<file path="config.mk">
export PLATFORM = sky130hd
export DESIGN_NAME = vag_adpcm_decoder
export DESIGN_NICKNAME = d
export VERILOG_FILES = /design/src/rtl/vag_pkg.sv /design/src/rtl/vag_front.sv /design/src/rtl/vag_back.sv /design/src/rtl/vag_outq.sv /design/src/rtl/vag_adpcm_decoder.sv
export SDC_FILE = /design/constraint.sdc
export NUM_CORES = 1
export LEC_CHECK = 0
export BUFFER_PORTS_ARGS = -buffer_cell sky130_fd_sc_hd__buf_2
export CAP_MARGIN = 10
export CORE_AREA = 3 3 216 218
export DETAILED_ROUTE_END_ITERATION = 10
export DIE_AREA = 0 0 219 221
export HOLD_SLACK_MARGIN = 0.03
export PLACE_DENSITY_LB_ADDON = 0.2
export SLEW_MARGIN = 30
export SYNTH_ARGS = -nofsm -noshare
export SYNTH_HDL_FRONTEND = slang
export SYNTH_SLANG_ARGS = --single-unit
</file>
<file path="constraint.sdc">
create_clock -name i_clk -period 8.4 [get_ports i_clk]
set_input_delay 1.26 -clock i_clk [delete_from_list [all_inputs] [get_ports i_clk]]
set_output_delay 1.26 -clock i_clk [all_outputs]
set_load 0.1 [all_outputs]
</file>
<file path="src/rtl/vag_pkg.sv">
// Shared types, constants and coefficient tables of the VAG ADPCM decoder.
package vag_pkg;

    // Width of the stored sample history (signed)
    localparam int HIST_W = 32;
    // Width of a prediction coefficient, in 64ths (signed)
    localparam int COEF_W = 8;
    // Accumulator: two products plus the scaled base term, with headroom
    localparam int ACC_W = HIST_W + COEF_W + 1;

    // Queue between front and back
    localparam int MIDQ_DEPTH = 2;
    localparam int MIDQ_AW    = $clog2(MIDQ_DEPTH);
    localparam int MIDQ_CW    = $clog2(MIDQ_DEPTH + 1);

    // Result queue
    localparam int OUTQ_DEPTH = 4;
    localparam int OUTQ_AW    = $clog2(OUTQ_DEPTH);
    localparam int OUTQ_CW    = $clog2(OUTQ_DEPTH + 1);

    // Frame byte positions
    localparam logic [3:0] POS_HEADER = 4'd0;
    localparam logic [3:0] POS_FLAG   = 4'd1;
    localparam logic [3:0] POS_LAST   = 4'd15;

    // Flag value at and above which samples are silenced
    localparam logic [7:0] FLAG_MUTE = 8'h07;

    typedef logic signed [COEF_W-1:0] t_coef;

    // One sample byte, classified and ready for the sample engine
    typedef struct packed {
        logic [7:0] data;
        logic [3:0] shift;
        t_coef      k0;
        t_coef      k1;
        logic       mute;
        logic       last;
    } t_job;

    // One decoded result word
    typedef struct packed {
        logic signed [15:0] sample;
        logic               second;
        logic               eof;
    } t_result;

    // First-tap coefficient; predictors above four fall back to predictor 0
    function automatic t_coef coef_k0(input logic [3:0] pred);
        t_coef k;
        case (pred)
            4'd1:    k = 8'sd60;
            4'd2:    k = 8'sd115;
            4'd3:    k = 8'sd98;
            4'd4:    k = 8'sd122;
            default: k = 8'sd0;
        endcase
        return k;
    endfunction

    // Second-tap coefficient
    function automatic t_coef coef_k1(input logic [3:0] pred);
        t_coef k;
        case (pred)
            4'd2:    k = -8'sd52;
            4'd3:    k = -8'sd55;
            4'd4:    k = -8'sd60;
            default: k = 8'sd0;
        endcase
        return k;
    endfunction

endpackage

</file>
<file path="src/rtl/vag_front.sv">
// Front end: frame position tracking, header capture and the job queue.
module vag_front (
    input  logic          i_clk,
    input  logic          i_rst_n,
    input  logic          push,
    output logic          full,
    input  logic [7:0]    i_frame_byte,
    output vag_pkg::t_job o_job,
    output logic          o_job_vld,
    input  logic          i_job_pop
);
    import vag_pkg::*;

    logic [3:0]         r_pos;
    logic [3:0]         r_pred;
    logic [3:0]         r_shift;
    logic [7:0]         r_flag;
    t_job               r_q [MIDQ_DEPTH];
    logic [MIDQ_AW-1:0] r_wp;
    logic [MIDQ_AW-1:0] r_rp;
    logic [MIDQ_CW-1:0] r_cnt;

    logic accept;
    logic is_sample;
    logic q_push;
    logic q_pop;
    t_job n_job;

    assign full      = (r_cnt == MIDQ_CW'(MIDQ_DEPTH));
    assign accept    = push && !full;
    assign is_sample = (r_pos != POS_HEADER) && (r_pos != POS_FLAG);
    assign q_push    = accept && is_sample;
    assign q_pop     = i_job_pop && (r_cnt != '0);
    assign o_job_vld = (r_cnt != '0);
    assign o_job     = r_q[r_rp];

    // Classify a sample byte with the header fields in force now
    always_comb begin
        n_job.data  = i_frame_byte;
        n_job.shift = r_shift;
        n_job.k0    = coef_k0(r_pred);
        n_job.k1    = coef_k1(r_pred);
        n_job.mute  = (r_flag >= FLAG_MUTE);
        n_job.last  = (r_pos == POS_LAST);
    end

    // Position and header registers
    always_ff @(posedge i_clk) begin
        if (!i_rst_n) begin
            r_pos   <= '0;
            r_pred  <= '0;
            r_shift <= '0;
            r_flag  <= '0;
        end else if (accept) begin
            r_pos <= r_pos + 4'd1;
            if (r_pos == POS_HEADER) begin
                r_pred  <= i_frame_byte[7:4];
                r_shift <= i_frame_byte[3:0];
            end else if (r_pos == POS_FLAG) begin
                r_flag <= i_frame_byte;
            end
        end
    end

    // Job queue storage
    always_ff @(posedge i_clk) begin
        if (q_push) begin
            r_q[r_wp] <= n_job;
        end
    end

    // Job queue pointers
    always_ff @(posedge i_clk) begin
        if (!i_rst_n) begin
            r_wp  <= '0;
            r_rp  <= '0;
            r_cnt <= '0;
        end else begin
            if (q_push) begin
                r_wp <= r_wp + 1'b1;
            end
            if (q_pop) begin
                r_rp <= r_rp + 1'b1;
            end
            if (q_push && !q_pop) begin
                r_cnt <= r_cnt + 1'b1;
            end else if (q_pop && !q_push) begin
                r_cnt <= r_cnt - 1'b1;
            end
        end
    end

endmodule

</file>
<file path="src/rtl/vag_back.sv">
// Back end: sample engine, one nibble per cycle while the result queue is not full, with the two-sample history.
module vag_back (
    input  logic             i_clk,
    input  logic             i_rst_n,
    input  vag_pkg::t_job    i_job,
    input  logic             i_job_vld,
    output logic             o_job_pop,
    input  logic             i_res_full,
    output vag_pkg::t_result o_res,
    output logic             o_res_push
);
    import vag_pkg::*;

    localparam int Q_W = ACC_W - 6;
    localparam int P_W = HIST_W + COEF_W;
    localparam logic signed [Q_W-1:0] HIST_MAX =
        {{(Q_W - HIST_W + 1){1'b0}}, {(HIST_W - 1){1'b1}}};
    localparam logic signed [Q_W-1:0] HIST_MIN =
        {{(Q_W - HIST_W + 1){1'b1}}, {(HIST_W - 1){1'b0}}};
    localparam logic signed [HIST_W-1:0] PCM_MAX = HIST_W'(32767);
    localparam logic signed [HIST_W-1:0] PCM_MIN = HIST_W'(-32768);

    t_job                     r_job;
    logic                     r_vld;
    logic                     r_phase;
    logic signed [HIST_W-1:0] r_hist1;
    logic signed [HIST_W-1:0] r_hist2;

    logic                     step;
    logic                     finish;
    logic [3:0]               nib;
    logic signed [15:0]       scaled;
    logic signed [15:0]       base;
    logic signed [21:0]       base_x64;
    logic signed [P_W-1:0]    prod1;
    logic signed [P_W-1:0]    prod2;
    logic signed [ACC_W-1:0]  acc;
    logic signed [ACC_W-1:0]  adj;
    logic signed [Q_W-1:0]    quo;
    logic signed [HIST_W-1:0] n_sample;
    logic signed [HIST_W-1:0] pcm;

    // Handshake with the job queue and the result queue
    assign step       = r_vld && !i_res_full;
    assign finish     = step && r_phase;
    assign o_job_pop  = i_job_vld && (!r_vld || finish);
    assign o_res_push = step;

    // Sample arithmetic: base term plus two history taps, truncated toward zero, saturated or muted, then PCM-clamped
    always_comb begin
        nib      = r_phase ? r_job.data[7:4] : r_job.data[3:0];
        scaled   = {nib, 12'b0};
        base     = scaled >>> r_job.shift;
        base_x64 = {base, 6'b0};
        prod1    = r_hist1 * r_job.k0;
        prod2    = r_hist2 * r_job.k1;
        acc      = prod1 + prod2 + base_x64;
        adj      = acc + $signed({{(ACC_W - 6){1'b0}}, {6{acc[ACC_W-1]}}});
        quo      = adj[ACC_W-1:6];
        if (r_job.mute) begin
            n_sample = '0;
        end else if (quo > HIST_MAX) begin
            n_sample = HIST_MAX[HIST_W-1:0];
        end else if (quo < HIST_MIN) begin
            n_sample = HIST_MIN[HIST_W-1:0];
        end else begin
            n_sample = quo[HIST_W-1:0];
        end
        if (n_sample > PCM_MAX) begin
            pcm = PCM_MAX;
        end else if (n_sample < PCM_MIN) begin
            pcm = PCM_MIN;
        end else begin
            pcm = n_sample;
        end
        o_res.sample = pcm[15:0];
        o_res.second = r_phase;
        o_res.eof    = r_phase && r_job.last;
    end

    // Job register and nibble sequencing
    always_ff @(posedge i_clk) begin
        if (!i_rst_n) begin
            r_vld   <= 1'b0;
            r_phase <= 1'b0;
        end else begin
            if (step) begin
                r_phase <= !r_phase;
            end
            if (o_job_pop) begin
                r_vld <= 1'b1;
            end else if (finish) begin
                r_vld <= 1'b0;
            end
        end
    end

    always_ff @(posedge i_clk) begin
        if (o_job_pop) begin
            r_job <= i_job;
        end
    end

    // History: last two unclamped samples
    always_ff @(posedge i_clk) begin
        if (!i_rst_n) begin
            r_hist1 <= '0;
            r_hist2 <= '0;
        end else if (step) begin
            r_hist2 <= r_hist1;
            r_hist1 <= n_sample;
        end
    end

endmodule

</file>
<file path="src/rtl/vag_outq.sv">
// Result queue between the sample engine and the output port.
module vag_outq (
    input  logic             i_clk,
    input  logic             i_rst_n,
    input  vag_pkg::t_result i_res,
    input  logic             i_res_push,
    output logic             o_res_full,
    output logic             empty,
    input  logic             pop,
    output vag_pkg::t_result o_head
);
    import vag_pkg::*;

    t_result            r_mem [OUTQ_DEPTH];
    logic [OUTQ_AW-1:0] r_wp;
    logic [OUTQ_AW-1:0] r_rp;
    logic [OUTQ_CW-1:0] r_cnt;

    logic do_pop;

    assign empty      = (r_cnt == '0);
    assign o_res_full = (r_cnt == OUTQ_CW'(OUTQ_DEPTH));
    assign do_pop     = pop && !empty;
    assign o_head     = r_mem[r_rp];

    // Storage
    always_ff @(posedge i_clk) begin
        if (i_res_push) begin
            r_mem[r_wp] <= i_res;
        end
    end

    // Pointers and fill count
    always_ff @(posedge i_clk) begin
        if (!i_rst_n) begin
            r_wp  <= '0;
            r_rp  <= '0;
            r_cnt <= '0;
        end else begin
            if (i_res_push) begin
                r_wp <= r_wp + 1'b1;
            end
            if (do_pop) begin
                r_rp <= r_rp + 1'b1;
            end
            if (i_res_push && !do_pop) begin
                r_cnt <= r_cnt + 1'b1;
            end else if (do_pop && !i_res_push) begin
                r_cnt <= r_cnt - 1'b1;
            end
        end
    end

endmodule

</file>
<file path="src/rtl/vag_adpcm_decoder.sv">
// Top level of the VAG ADPCM decoder: front end, sample engine, result queue.
//
// Input channel: a byte word on i_frame_byte is taken when push is high and
// full is low. Bytes form 16-byte frames: header (predictor/shift), flag,
// then 14 sample bytes. Header and flag bytes are taken every cycle while full
// is low and give no result; each sample byte gives two result words, low nibble first.
// Result channel: while empty is low the oldest word is on o_pcm_sample,
// o_second_of_byte and o_end_of_frame; pop with empty low takes it.
// Throughput: the sample engine makes one sample per cycle while the result
// queue has room, so a sample byte gives its two words in turn; the history loop
// (two multiplies, add, saturate) in the engine sets that rate.
// Path: a sample byte passes the job queue, the engine's job register and the
// result queue; its second word follows its first.
// Reset (i_rst_n low at a clock edge) restarts at frame byte 0 with zero
// history and empties both queues.
// When the receiver stalls, the 4-word result queue fills, the engine holds,
// the 2-word job queue fills, and full goes high.
module vag_adpcm_decoder (
    input  logic        i_clk,
    input  logic        i_rst_n,
    input  logic        push,
    output logic        full,
    input  logic [7:0]  i_frame_byte,
    output logic        empty,
    input  logic        pop,
    output logic signed [15:0] o_pcm_sample,
    output logic        o_second_of_byte,
    output logic        o_end_of_frame
);
    import vag_pkg::*;

    t_job    job;
    logic    job_vld;
    logic    job_pop;
    t_result res;
    logic    res_push;
    logic    res_full;
    t_result head;

    vag_front u_front (
        .i_clk        (i_clk),
        .i_rst_n      (i_rst_n),
        .push         (push),
        .full         (full),
        .i_frame_byte (i_frame_byte),
        .o_job        (job),
        .o_job_vld    (job_vld),
        .i_job_pop    (job_pop)
    );

    vag_back u_back (
        .i_clk      (i_clk),
        .i_rst_n    (i_rst_n),
        .i_job      (job),
        .i_job_vld  (job_vld),
        .o_job_pop  (job_pop),
        .i_res_full (res_full),
        .o_res      (res),
        .o_res_push (res_push)
    );

    vag_outq u_outq (
        .i_clk      (i_clk),
        .i_rst_n    (i_rst_n),
        .i_res      (res),
        .i_res_push (res_push),
        .o_res_full (res_full),
        .empty      (empty),
        .pop        (pop),
        .o_head     (head)
    );

    assign o_pcm_sample     = head.sample;
    assign o_second_of_byte = head.second;
    assign o_end_of_frame   = head.eof;

endmodule

</file>
# Yosys cells after proc, flatten, opt, wreduce, memory -nomap -nowiden
# Memories as Yosys holds them, arrays and structs flattened. A register that Yosys moved wholly into a read port is not among the register bits.
# Cells that the tools add are included.
# Widths: inputs -> output; s select.
# classes
add_sub_neg	12
multipliers	2
n_lt_le_gt_ge	5
n_eq_ne	9
n_shift	1
mux	20
bitwise_logic	1
reduce_logical	32
# op_table
operator	n
$mux 32	3
$mul 32x8->40	2
$add 40x40->41	1
$add 41x22->41	1
$add 41x7->41	1
$gt 35x32->1 const B	1
$lt 35x32->1 const B	1
$gt 32x16->1 const B	1
$lt 32x16->1 const B	1
$mux 16	2
$pmux 7 s4	1
$pmux 8 s3	1
$sshr 16x4->16	1
$logic_and 1x1->1	13
$logic_not 1->1	9
$eq 4x1->1 const B	2
$eq 4x2->1 const B	2
$ge 8x3->1 const B	1
$mux 2	4
$reduce_bool 2->1	4
$add 2x1->2 const B	3
$mux 1	6
$mux 3	2
$add 4x1->4 const B	1
other kinds (17)	18
# totals
reg_bits	105
ramBits	130
input_bits	12
output_inout_bits	20
wordCells	99
mem_count	2
# memory_table
name	words	word_bits	read_ports	rd_clocked_by_memory_dff	wr	line_no	text
u_outq.r_mem	4	18	1	1	1	vag_outq.sv:14	t_result r_mem [OUTQ_DEPTH];
u_front.r_q	2	29	1	1	1	vag_front.sv:18	t_job r_q [MIDQ_DEPTH];

# Depth between registers and ports, before layout
# Gate-level depths: netlist of run 1.
# logic_depth
depth_word	11
depth_mapped	33
ltp_nobuf	29

# Hierarchy
# From an unflattened synthesis of run 1, not the netlist that was laid out.
# hier_totals
cells_unflattened	3051
area_unflattened_um2	29861.1
# by_module_without_submodules
mod	n_inst	cells_each	area_each_um2
vag_back	1	2700	23782.8
vag_outq	1	137	3114.2
vag_front	1	214	2964.1

# Worst setup path before layout of run 1
# Ideal clock, no wire load.
# synth_timing
kind	register -> register
start	register u_back.r_phase
end	memory u_outq.r_mem[0][10] (netlist bit), data pin
setup_ns	0.270
t_arrival_ns	8.144
setup_slack_ns	-0.014
path_stages_with_launch	33
period_less_slack_ns	8.414
cell_sequence	dfxtp_1 -> clkbuf_1 -> mux2i_1 -> inv_1 -> nand2_1 -> o21ai_0 -> nand2_1 -> o21ai_0 -> and2_1 -> fa_1 -> inv_1 -> fa_1 -> fa_1 -> inv_1 -> fa_1 -> inv_1 -> fa_1 -> inv_1 -> ha_1 -> buf_2 -> o21a_1 -> o211ai_1 -> o21ai_0 -> o21ai_1 -> nand2_1 -> a311oi_1 -> nand4_2 -> nor4_1 -> mux2i_1 -> o2111ai_2 -> nor4_4 -> buf_6 -> o22ai_2
# synth_rtl
element	line_no	text
start, declared	vag_back.sv:25	logic r_phase;
start signal, assigned	vag_back.sv:88	r_phase <= !r_phase;
end, declared	vag_outq.sv:14	

==> impl_metrics.csv, run 1 <==
group,metric,value,unit
critical_path,slowest_stage,"fa_1",
logic_synthesis,synth_adder_area_share,36.8,%
timing,fin_crit_sh,98.0,%
routing,wl,69900,µm
clock_network,cts_root_buf,"clkbuf_16",
placement,portBuffers,31,
worst_hold_path,holdPathStages,0,
timing,final-hold-violation-count,0,
routing,vias,19400,
global_route,first_global_vias,20500,
logic_synthesis,syn_inst,2671,
logic_synthesis,synth_edf_count,144,
logic_synthesis,synth_nets,3250,
timing,fin_skew,0.0312,ns
timing,relSlewSlack,37.1,%
logic_synthesis,yosys.area_share.simple,15.9,%
timing,tightest_slew,0.942,ns
die,start_util,59.6,%
die,rows,78,
die,die_w,219,µm
critical_path,r2r_slack,0.17,ns
critical_path,rr_worst_depth,29,
routing,firstDrtPassIters,5,
logic_synthesis,avgSynthCellArea,10.1,µm²
critical_path,endpoint_kind,"register",
global_route,antenna_found_initial,0,
global_route,grt_overflow,0,
die,die_h,221,µm
run,maxCapViolCount,0,
logic_synthesis,synth_seq_cells,243,
placement,place.gp.congestion,0.923,
logic_synthesis,synth.most_common_cell,"inv_1",
logic_synthesis,synth_top_area_share,27.7,%
logic_synthesis,yosysTopAreaCell,"fa_1",
logic_synthesis,synthXorXnorAreaFrac,2.44,%
clock_network,cts_tree,"done",
clock_network,clk_path_buf_depth,3,
timing,layout_min_cycle_time,8.23,ns
critical_path,critPathRequiredTime,8.78,ns
logic_synthesis,synth_top_family_by_area,"adder cells",
die,core_area,45100,µm²
critical_path,critPathMaxStageDelay,0.56,ns
logic_synthesis,synth_area_leaders,"fa_1 (28%), edfxtp_1 (16%), ha_1 (9.1%)",
critical_path,arrival,8.61,ns
global_route,grt_first_pass_wirelength,111000,µm
clock_network,numClockSinks,243,
placement,post-dp-hpwl,53500,µm
timing,final-setup-viol-count,0,
critical_path,critPathMostFrequentCell,"fa_1",
clock_network,cts_inserted_buffers,28,
routing,viasPerCell,5.72,
logic_synthesis,ys_top_cells_by_count,"inv_1 (499), fa_1 (372), and2_1 (298), ha_1 (195), nand2_1 (186)",
clock_network,clkLatencyLatePin,0.59,ns
logic_synthesis,syn_area,26900,µm²
timing,fmax,122,MHz
routing,wl_per_cell,20.6,µm
critical_path,regToRegStartpoint,"u_back.r_job[16]",
routing,antenna_left,0,
global_route,grt_max_degree,99,
worst_hold_path,worstHoldEndpoint,"u_front.r_q[0][20]",
finish,final_cell_count_no_fill,3398,
routing,drt-initial-drc-count,1214,
critical_path,rr_endpoint,"u_outq.r_mem[0][6]",
logic_synthesis,synthMuxAreaShare,3.72,%
clock_network,cts_htree_levels,1,
logic_synthesis,ys_types,94,
timing,fin_setup_tns,0,ns
logic_synthesis,synth_compound_area_share,9.13,%
worst_hold_path,hold_path_startpoint,"u_front.r_shift[3]",
critical_path,crit_fanout,15,
status,status,"finished clean",
finish,nets,3354,
logic_synthesis,synth-async-reset-ratio,0,%
logic_synthesis,yosysWarnings,0,
worst_hold_path,holdCritPathClass,"reg -> reg",
timing,slew_viol_final,0,
logic_synthesis,ys_seq_area_share,23.4,%
die,io_pins,32,
finish,drive_gt1_share,16.0,%
critical_path,startpoint_type,"register",
routing,drc,0,
clock_network,path_clk_slew,0.06,ns
critical_path,crit_type,"reg -> reg",
logic_synthesis,ys.flop_type,"edfxtp_1",
die,dieArea,48400,µm²
finish,area_growth,13.2,%
placement,post-place-cells,3323,
global_route,track_usage,29.1,%
-- worst max-delay path: cells and delay by family, from the launching register on --
| kind | cells | cell delay, ns |
|---|---|---|
| simple gates | 5 | 1.22 |
| flops | 1 | 0.40 |
| buf+inv | 10 | 1.26 |
| compound gates | 5 | 1.24 |
| xor+xnor | 2 | 0.39 |
| fa+ha+maj | 7 | 3.46 |
-- per-layer routing --
metal | track usage, % | wire, µm | vias up
met5 | 0 | 0 | -
met4 | 9.37 | 2620 | 0
met3 | 2.35 | 3210 | 147
met2 | 51.5 | 35900 | 551
met1 | 38.0 | 28200 | 9883
li1 | - | - | 8864
-- state kept, by name (all words and copies together) (netlist names), 4 cells and up, named ones only --
register,cells
u_front.r_q,48
u_front.r_shift,4
u_front.r_pos,4
u_front.r_pred,4
u_back.r_hist1,32
u_outq.r_mem,72
u_front.r_flag,8
u_back.r_job,24
u_back.r_hist2,32
-- logic make-up after synthesis --
family,Yosys count
AO/OA/AOI/OAI,340
adder cells (fa/ha/maj),567
multiplexers,73
XOR/XNOR,74
flip-flops,243
AND/OR/NAND/NOR,771
buffers and inverters,603
-- layout make-up --
type                       instances  area [µm²]
antenna                            1        2.50
clock buffer                      35         768
clock inverter                    17         201
fill                            3485       14600
inverter                         499        1870
multi-input combinational       1825       19100
sequential                       243        6310
tap                              600         751
timing repair buffer             178        1450
-- worst max-delay path by stage --
stage | startpoint | endpoint | cells past startpoint
global route | u_back.r_job[16] | u_outq.r_mem[0][6] | 29
CTS | u_back.r_job[16] | u_outq.r_mem[2][6] | 29
finish | u_back.r_job[16] | u_outq.r_mem[0][6] | 29
detailed placement | u_back.r_phase | u_outq.r_mem[0][2] | 29
floorplan | u_back.r_phase | u_outq.r_mem[0][10] | 32
global placement | u_back.r_job[16] | u_outq.r_mem[0][6] | 26
-- metrics by stage --
| step | area (µm²) | setup WS, ns | hold WS (ns) | util [%] |
|---|---|---|---|---|
| after floorplan | 26900 | 0.119 | 0.425 | - |
| after global placement | 28500 | -0.0747 | 0.442 | 63.1 |
| after detailed placement | 28500 | -0.140 | 0.440 | 63.1 |
| after CTS | 29500 | 0.0243 | 0.455 | 65.3 |
| after global routing | 30400 | -0.0622 | 0.471 | 67.5 |
| final | 30400 | 0.172 | 0.454 | 67.5 |
-- repair_timing --
action | in CTS | in global routing
gates resized for setup | 5 | 153
cloned | 0 | 2
pin swaps | 1 | 59
setup endpoints to repair | 60 | 91
buffers inserted | 1 | 19
hold buffers | 0 | 0
-- layout by cell type, fill, tap and decap left out, types with 13 or more instances in the layout --
master and n:
o211ai_1 13, a21o_1 17, nor2_1 61, nor2b_1 55, and2_1 287, a21oi_1 56, xor2_1 18, mux2i_1 28
mux2_2 25, ha_1 177, buf_2 31, a21boi_0 42, clkbuf_16 31, fa_1 368, ha_4 13, xnor2_1 49
nor3_1 29, buf_4 127, inv_1 495, nand4_1 18, o21a_1 22, dfxtp_1 98, mux4_2 19, o21ai_0 51
nand3_1 24, edfxtp_1 144, o221a_2 16, nand2_1 179
Power of run 1 is left out: the tool's default activity adds up to more than one toggle a clock period on the data nets, which glitch-free logic cannot reach.
==> run 2: changes to the inputs <==
Settings changed: CTS_CLUSTER_DIAMETER set to 40, REMOVE_ABC_BUFFERS set to 1.
==> run 2 against run 1 <==
Fmax rose by 0.86%. Largest cell class unchanged. Sequential share of layout area fell by 0.21 points. Count of clock-buffer cells in the layout rose by 19. Non-clock buffer count rose by 23. Clock skew rose by 0.012 ns.
==> impl_metrics.csv, run 2 (same netlist as run 1, synthesis figures left out) <==
group,metric,value,unit
status,status,"finished clean",
critical_path,crit_type,"reg -> reg",
placement,place_ws,-0.318,ns
die,rows,78,
critical_path,endpoint_kind,"register",
finish,largest_reg_flops,72,
clock_network,ctsHoldBuffers,0,
global_route,track_usage,29.9,%
worst_hold_path,holdCritPathClass,"reg -> reg",
timing,fmax,123,MHz
clock_network,cts_inserted_buffers,42,
global_route,antenna_found_initial,0,
finish,final_common_cell,"inv_1",
timing,layout_min_cycle_time,8.16,ns
routing,vias,19700,
finish,nets,3391,
routing,drt-initial-drc-count,1477,
routing,wl_per_cell,20.4,µm
placement,post-dp-hpwl,54800,µm
timing,fin_setup_tns,0,ns
timing,tightest_slew,0.933,ns
placement,place.gp.congestion,1.01,
routing,drc,0,
timing,slew_viol_final,0,
die,core_area,45100,µm²
global_route,first_global_vias,20800,
critical_path,startpoint_type,"register",
routing,antenna_left,0,
timing,final-hold-violation-count,0,
die,die_h,221,µm
critical_path,critPathRequiredTime,8.72,ns
routing,wl_met1,29300,µm
routing,wl_met3,5080,µm
run,maxCapViolCount,0,
finish,fillers,3505,
finish,area_growth,14.4,%
critical_path,crit_fanout,13,
clock_network,clkLatencyLatePin,0.59,ns
finish,top_register,"u_outq.r_mem",
die,dieArea,48400,µm²
finish,top_regs,"u_outq.r_mem x72, u_front.r_q x48",
finish,layout_common_cells,"inv_1 (496), fa_1 (372), and2_1 (294)",
global_route,grt_first_pass_wirelength,114000,µm
die,start_util,59.6,%
placement,portBuffers,31,
die,io_pins,32,
placement,post-place-cells,3349,
global_route,grt_overflow,0,
routing,firstDrtPassIters,6,
timing,fin_crit_sh,97.1,%
finish,drive_gt1_share,16.4,%
critical_path,arrival,8.48,ns
finish,fin_util,68.2,%
routing,maxUsedRoutingLayer,"met4",
die,die_w,219,µm
routing,dr_wl_met2,34000,µm
critical_path,r2r_slack,0.24,ns
clock_network,numClockSinks,243,
finish,num_antenna_cells,0,
global_route,grt_max_degree,99,
routing,wl,70300,µm
timing,final-setup-viol-count,0,
clock_network,clk_path_buf_depth,3,
clock_network,cts_tree,"done",
timing,relSlewSlack,37.8,%
timing,fin_skew,0.0436,ns
routing,viasPerCell,5.72,
clock_network,cts_htree_levels,2,
finish,final_cell_count_no_fill,3445,
timing,worst_slack,0.242,ns
clock_network,path_clk_slew,0.06,ns
clock_network,cts_root_buf,"clkbuf_16",
run 2: cell count changes in the layout (fill, tap and decap cells not counted), moves of 4 or more:
cell / before / now
o22ai_2: 7 / 15
buf_4: 127 / 153
fa_1: 368 / 372
and2_1: 287 / 294
fa_2: 4 / 0
o22ai_4: 8 / 0
ha_1: 177 / 188
nand2_1: 179 / 184
ha_4: 13 / 5
clkbuf_16: 31 / 43
clkbuf_1: 4 / 9
inv_6: 0 / 5
nand2_2: 6 / 2
and2_2: 6 / 2
run 2: routing by layer:
metal	GRT usage, %	up-vias
li1	-	8956
met1	42.3	9941
met2	48.4	673
met3	4.92	135
met4	7.78	0
met5	0	-
run 2: metrics by stage:
| step | hold WS, ns | cell area [µm²] |
|---|---|---|
| 2_1_floorplan | 0.425 | 26500 |
| 3_3_place_gp | 0.431 | 28600 |
| 3_5_place_dp | 0.451 | 28600 |
| 4_1_cts | 0.466 | 30100 |
| 5_1_grt | 0.477 | 30800 |
| 6_report | 0.458 | 30800 |
run 2: area by class of cell:
type,instances,area (µm²),share of cell area [%]
flip-flops and latches,243,6310,20.5
clock inverters,23,253,0.821
multi-input cells,1825,18900,61.4
inverters,499,1870,6.09
repair buffers,201,1570,5.11
well taps,600,751,2.44
clock buffers,54,1130,3.66
run 2: repair_timing:
action / CTS / global route
pin swaps: 6 / 26
gates resized for setup: 23 / 100
setup endpoints to repair: 66 / 91
cloned: 0 / 1
buffers inserted: 9 / 10
run 2: worst paths after layout:
path,from,to,cells past startpoint
max,u_back.r_job[13],u_outq.r_mem[3][8],27
min,u_front.r_shift[0],u_front.r_q[1][17],0
max reg2reg,u_back.r_job[13],u_outq.r_mem[3][8],27
min reg2reg,u_front.r_shift[0],u_front.r_q[1][17],0
run 2: worst max-delay path, stage by stage (launching register included):
cell and delay [ns]:
edfxtp_1 0.51, buf_4 0.25, buf_4 0.19, and2_1 0.18, fa_1 0.50, inv_1 0.05, fa_1 0.46, fa_1 0.51
inv_1 0.05, fa_1 0.50, fa_1 0.56, inv_1 0.06, fa_1 0.54, inv_1 0.05, ha_1 0.25, or3_1 0.39
o32a_1 0.44, and2_1 0.23, a2111oi_4 0.23, and3_1 0.29, nand2_1 0.08, or4_4 0.57, xor2_4 0.20, o2111ai_2 0.17
nor4_4 0.17, buf_6 0.17, clkbuf_16 0.16, o22ai_2 0.11
Power of run 2 is left out for the same reason.
